`src/rtl/srar_pkg.sv`:
```
package srar_pkg;

    // ring geometry
    localparam int RING_DEPTH = 4096;
    localparam int PTR_W      = $clog2(RING_DEPTH);
    localparam int CNT_W      = $clog2(RING_DEPTH + 1);
    localparam int SUM_W      = CNT_W + 1;

    // field widths
    localparam int OP_W       = 2;
    localparam int BYTE_W     = 8;
    localparam int AMT_W      = 16;
    localparam int OUT_CNT_W  = 13;
    localparam int OUT_IDX_W  = 12;
    localparam int CLIP_W     = (CNT_W > AMT_W) ? CNT_W : AMT_W;

    localparam logic [CNT_W-1:0] DEPTH_CNT = CNT_W'(RING_DEPTH);

    // opcodes on the input channel
    localparam logic [OP_W-1:0] OP_WRITE = OP_W'(0);
    localparam logic [OP_W-1:0] OP_SENT  = OP_W'(1);
    localparam logic [OP_W-1:0] OP_ACKED = OP_W'(2);

    // command queue between front and back
    localparam int Q_DEPTH = 2;
    localparam int Q_IDX_W = $clog2(Q_DEPTH);
    localparam int Q_CNT_W = $clog2(Q_DEPTH + 1);

    typedef enum logic [1:0] {
        CMD_WRITE,
        CMD_SENT,
        CMD_ACKED,
        CMD_NOP
    } cmd_kind_t;

    typedef struct packed {
        cmd_kind_t          kind;
        logic [BYTE_W-1:0]  data_byte;
        logic               burst_last;
        logic [AMT_W-1:0]   amount;
    } cmd_t;

    typedef struct packed {
        logic [OUT_CNT_W-1:0] done_count;
        logic [OUT_CNT_W-1:0] burst_accepted;
        logic [OUT_CNT_W-1:0] unsent_count;
        logic [OUT_CNT_W-1:0] inflight_count;
        logic [OUT_CNT_W-1:0] free_count;
        logic [OUT_CNT_W-1:0] contiguous_unsent;
        logic [OUT_IDX_W-1:0] send_index;
        logic [BYTE_W-1:0]    next_unsent_byte;
    } res_t;

    // ring position plus a count, wrapped once
    function automatic logic [PTR_W-1:0] ring_advance(input logic [PTR_W-1:0] pos,
                                                      input logic [CNT_W-1:0] n);
        logic [SUM_W-1:0] sum;
        sum = SUM_W'(pos) + SUM_W'(n);
        if (sum >= SUM_W'(RING_DEPTH))
        begin
            sum = sum - SUM_W'(RING_DEPTH);
        end
        return PTR_W'(sum);
    endfunction

    // requested count saturated at what is available
    function automatic logic [CNT_W-1:0] clip_count(input logic [AMT_W-1:0] want,
                                                    input logic [CNT_W-1:0] avail);
        logic [CLIP_W-1:0] want_x;
        logic [CLIP_W-1:0] avail_x;
        want_x  = CLIP_W'(want);
        avail_x = CLIP_W'(avail);
        return (want_x < avail_x) ? CNT_W'(want_x) : avail;
    endfunction

endpackage

```
`src/rtl/srar_front.sv`:
```
module srar_front
    import srar_pkg::*;
(
    input  logic              clk,
    input  logic              rst_n,
    input  logic              in_valid,
    output logic              in_ready,
    input  logic [OP_W-1:0]   opcode,
    input  logic [BYTE_W-1:0] data_byte,
    input  logic              burst_last,
    input  logic [AMT_W-1:0]  amount,
    output logic              cmd_valid,
    input  logic              cmd_ready,
    output cmd_t              cmd
);

    logic [Q_CNT_W-1:0] count_reg, count_next;
    logic [Q_IDX_W-1:0] head_reg, head_next;
    logic [Q_IDX_W-1:0] tail;
    cmd_t               slot_reg [Q_DEPTH];
    cmd_t               decoded;
    logic               push;
    logic               pop;

    // classify the opcode
    always_comb
    begin
        decoded.data_byte  = data_byte;
        decoded.burst_last = burst_last;
        decoded.amount     = amount;
        case (opcode)
            OP_WRITE: decoded.kind = CMD_WRITE;
            OP_SENT:  decoded.kind = CMD_SENT;
            OP_ACKED: decoded.kind = CMD_ACKED;
            default:  decoded.kind = CMD_NOP;
        endcase
    end

    // queue handshakes
    assign in_ready  = (count_reg != Q_CNT_W'(Q_DEPTH));
    assign cmd_valid = (count_reg != '0);
    assign cmd       = slot_reg[head_reg];
    assign push      = in_valid && in_ready;
    assign pop       = cmd_valid && cmd_ready;
    assign tail      = head_reg + Q_IDX_W'(count_reg);

    // queue pointers
    always_comb
    begin
        count_next = count_reg;
        head_next  = head_reg;
        if (push && !pop)
        begin
            count_next = count_reg + Q_CNT_W'(1);
        end
        else if (pop && !push)
        begin
            count_next = count_reg - Q_CNT_W'(1);
        end
        if (pop)
        begin
            head_next = head_reg + Q_IDX_W'(1);
        end
    end

    always_ff @(posedge clk or negedge rst_n)
    begin
        if (!rst_n)
        begin
            count_reg <= '0;
            head_reg  <= '0;
        end
        else
        begin
            count_reg <= count_next;
            head_reg  <= head_next;
        end
    end

    // queue slots
    always_ff @(posedge clk)
    begin
        if (push)
        begin
            slot_reg[tail] <= decoded;
        end
    end

`ifndef SYNTHESIS
    a_queue_bound: assert property (@(posedge clk) disable iff (!rst_n)
        count_reg <= Q_CNT_W'(Q_DEPTH))
        else $error("command queue over its depth");
`endif

endmodule

```
`config.mk`:
```
export PLATFORM = sky130hd
export DESIGN_NAME = srar_front
export DESIGN_NICKNAME = d
export VERILOG_FILES = /design/src/rtl/srar_pkg.sv /design/src/rtl/srar_front.sv
export SDC_FILE = /design/constraint.sdc
export NUM_CORES = 1
export LEC_CHECK = 0
export BUFFER_PORTS_ARGS = -buffer_cell sky130_fd_sc_hd__buf_2
export CAP_MARGIN = 30
export CORE_MARGIN = 2
export CORE_UTILIZATION = 50
export CTS_CLUSTER_SIZE = 30
export DETAILED_ROUTE_END_ITERATION = 8
export GPL_ROUTABILITY_DRIVEN = 0
export PLACE_DENSITY = 0.77
export SYNTH_ARGS = -nofsm -noshare
export SYNTH_HDL_FRONTEND = slang
export SYNTH_SLANG_ARGS = --single-unit
export TNS_END_PERCENT = 10
```
`constraint.sdc`:
```
create_clock -name clk -period 2.7 [get_ports clk]
set_input_delay 0.27 -clock clk [delete_from_list [all_inputs] [get_ports clk]]
set_output_delay 0.27 -clock clk [all_outputs]
set_load 0.005 [all_outputs]
```
==> results_dict.tcl <==
set metrics [dict create \
    ys.warnings.count 0 \
    period_needed_ps 2040 \
    cts_root_buf "clkbuf_8" \
    setup-violations-final 0 \
    synth-xor-area-share 0.0164 \
    wirelength_mm 3.48 \
    start_util 0.528 \
    num-nets-final 206 \
    fillers 274 \
    finClkSkew_ps 7.20 \
    synth.ff_latch_count 57 \
    cts_buffers 9 \
    syn_area_um2 2140 \
    drive_above_1_share 0.587 \
    cts_setup_buffers 0 \
    muxShareOfSynthArea 0.147 \
    synth_cells 105 \
    end_kind "output pin" \
    rsz0062_at_grt "false" \
    area_growth_pct 26.2 \
    hold_start "amount[8]" \
    slew_headroom 0.638 \
    htreeDepth 3 \
    cp_slowest_cell "dfrtp_1" \
    fin_hold_ws_ps 133 \
    critical_path_peak_fanout 24 \
    grt_usage 0.161 \
    dp.cells 212 \
    first_pass_iters 4 \
    yosysTopAreaCell "edfxtp_1" \
    path_class "register to output pin" \
    syn_nets 137 \
    hold_buffers 1 \
    endpoint "cmd[5]" \
    layout.cells.non_filler 229 \
    synth_top_family_by_area "multiplexers" \
    yosys.cell_types.count 17 \
    synth_commonest_cells "edfxtp_1, mux2_2, buf_4, dfrtp_1" \
    ys.flop_type "edfxtp_1" \
    dr_total_vias 1120 \
    outcome "finished, final reports clean" \
    vdd_drop_max_mv 0.758 \
    grt_max_degree 25 \
    die_width_um 69.4 \
    crit_required_ps 2430 \
    arrival_ps 1770 \
    reg2reg_slack_ps 820 \
    synthSimpleGateAreaFrac 0.0205 \
    antenna_found_initial 0 \
    hold_violations 0 \
    synth_area_leaders "edfxtp_1, mux2_2, dfrtp_1, buf_4, xnor2_1" \
    p_per_area_nw_per_um2 1090 \
    largest_register_ff_count 54 \
    diodes 0 \
    regToRegStartpoint "count_reg[0]" \
    grt_overflow 0 \
    post_synth.cell_area_avg_um2 20.4 \
    synth.most_common_cell "edfxtp_1" \
    cts_tree "built" \
    clock_path_buffers 2 \
    synth_adder_area_share 0.00584 \
    grt_pass1_vias 1191 \
    io_buffers 59 \
    post_cts_resized 0 \
    ant_nets 0 \
    worstRegToRegCells 4 \
    core_area_um2 4060 \
    num_io_pins 60 \
    maxCapViolations 0 \
    tightest_slew_ps 544 \
    drc_errors 0 \
    slowest_delay_ps 520 \
    async_flop_share 0.0526 \
    hold_path_class "primary input to register" \
    synth_edf_count 54 \
    clk-insertion-delay-late_ps 320 \
    p_leak_uw 0.00104 \
    via_per_inst 4.89 \
    setup.worst_path.start "head_reg" \
    clock_sinks 57 \
    final_max_slew_viol_count 0 \
    yosysTopAreaCellShare 0.757 \
    drt_iter0_drc 69 \
    min_period_over_period 0.754 \
    fmax_mhz 491 \
    clk_pin_slew_ps 60 \
    grt_pass1_wl_mm 5.62 \
    die_h_um 69.4 \
    synth-compound-area-share 0.00234 \
    crit_path_cell_trace "buf_4 -> mux2_2 -> buf_2" \
    finalSetupTns_ps 0 \
    num_rows 23 \
    dp_hpwl_mm 2.33 \
    wl_per_cell_um 15.2 \
    ys_seq_area_frac 0.793 \
    r2r_end "slot_reg[1][12]" \
    start_kind "register" \
    die_area_um2 4820 \
]
[area by class of cell]
cell class                      count  area [um^2]  share of cell area
Clock buffer                       10          128              0.0472
Clock inverter                      6         58.8              0.0218
Inverter                            1         3.75             0.00139
Multi-Input combinational cell     42          413               0.153
Sequential cell                    57         1700               0.628
Tap cell                           50         62.6              0.0231
Timing Repair Buffer               63          340               0.126
[cells in the final DEF, fill, tap and decap left out]
cell and instances:
edfxtp_1 54, mux2i_1 1, nor2_1 1, xor2_1 2, nor2b_2 1, and2_1 2
bufinv_16 1, dlygate4sd3_1 1, clkbuf_8 9, ha_1 1, inv_1 1, or2_4 1
mux2_2 27, buf_2 59, nor3_1 1, buf_12 1, clkinv_2 2, clkbuf_1 1
buf_4 2, clkinvlp_4 2, dfrtp_1 3, clkinv_1 1, a21oi_1 1, xnor2_1 2
nand2_1 2
[routing by layer]
| metal | GRT usage | part of all wire |
|---|---|---|
| met1 | 0.191 | 0.43 |
| met2 | 0.244 | 0.50 |
| met3 | 0.0567 | 0.065 |
| met4 | 0.115 | 0.013 |
| met5 | 0 | 0 |
[how the worst min path moves through the flow]
stage,cells past startpoint,slack [ps],to
after floorplan,0,-30,count_reg[0]
after global placement,1,70,count_reg[0]
after detailed placement,1,70,count_reg[0]
after CTS,1,110,slot_reg[1][8]
after global routing,1,110,slot_reg[1][23]
final,1,130,slot_reg[1][8]
[power breakdown]
group / leakage, uW / internal [uW] / total (uW) / switching (uW)
clock network: 0.0000897 / 419 / 730 / 311
logic: 0.000413 / 453 / 873 / 420
registers: 0.000536 / 1250 / 1330 / 83.3
total: 0.00104 / 2120 / 2930 / 814
[metrics by stage]
stage	total power, uW	cell area, um^2	worst slack (ps)	utilization
after CTS	2980	2700	647	0.666
after floorplan	1880	2140	399	-
after detailed placement	2230	2510	808	0.618
after global routing	3110	2700	574	0.666
final	2930	2700	664	0.666
after global placement	2200	2510	885	0.618
[logic make-up after synthesis]
family | after synthesis
AOI/OAI and AO/OA | 1
xor gates and xnor gates | 4
adders and majority gates | 1
buffers and inverters | 6
DFF | 57
muxes | 28
and+or+nand+nor | 8
[critical path: cells and delay by family (launching register included)]
kind	cells	cell delay, ps
flip-flops	1	520
buffers and inverters	2	510
multiplexers	1	400
(Power assumes the default switching activity.)
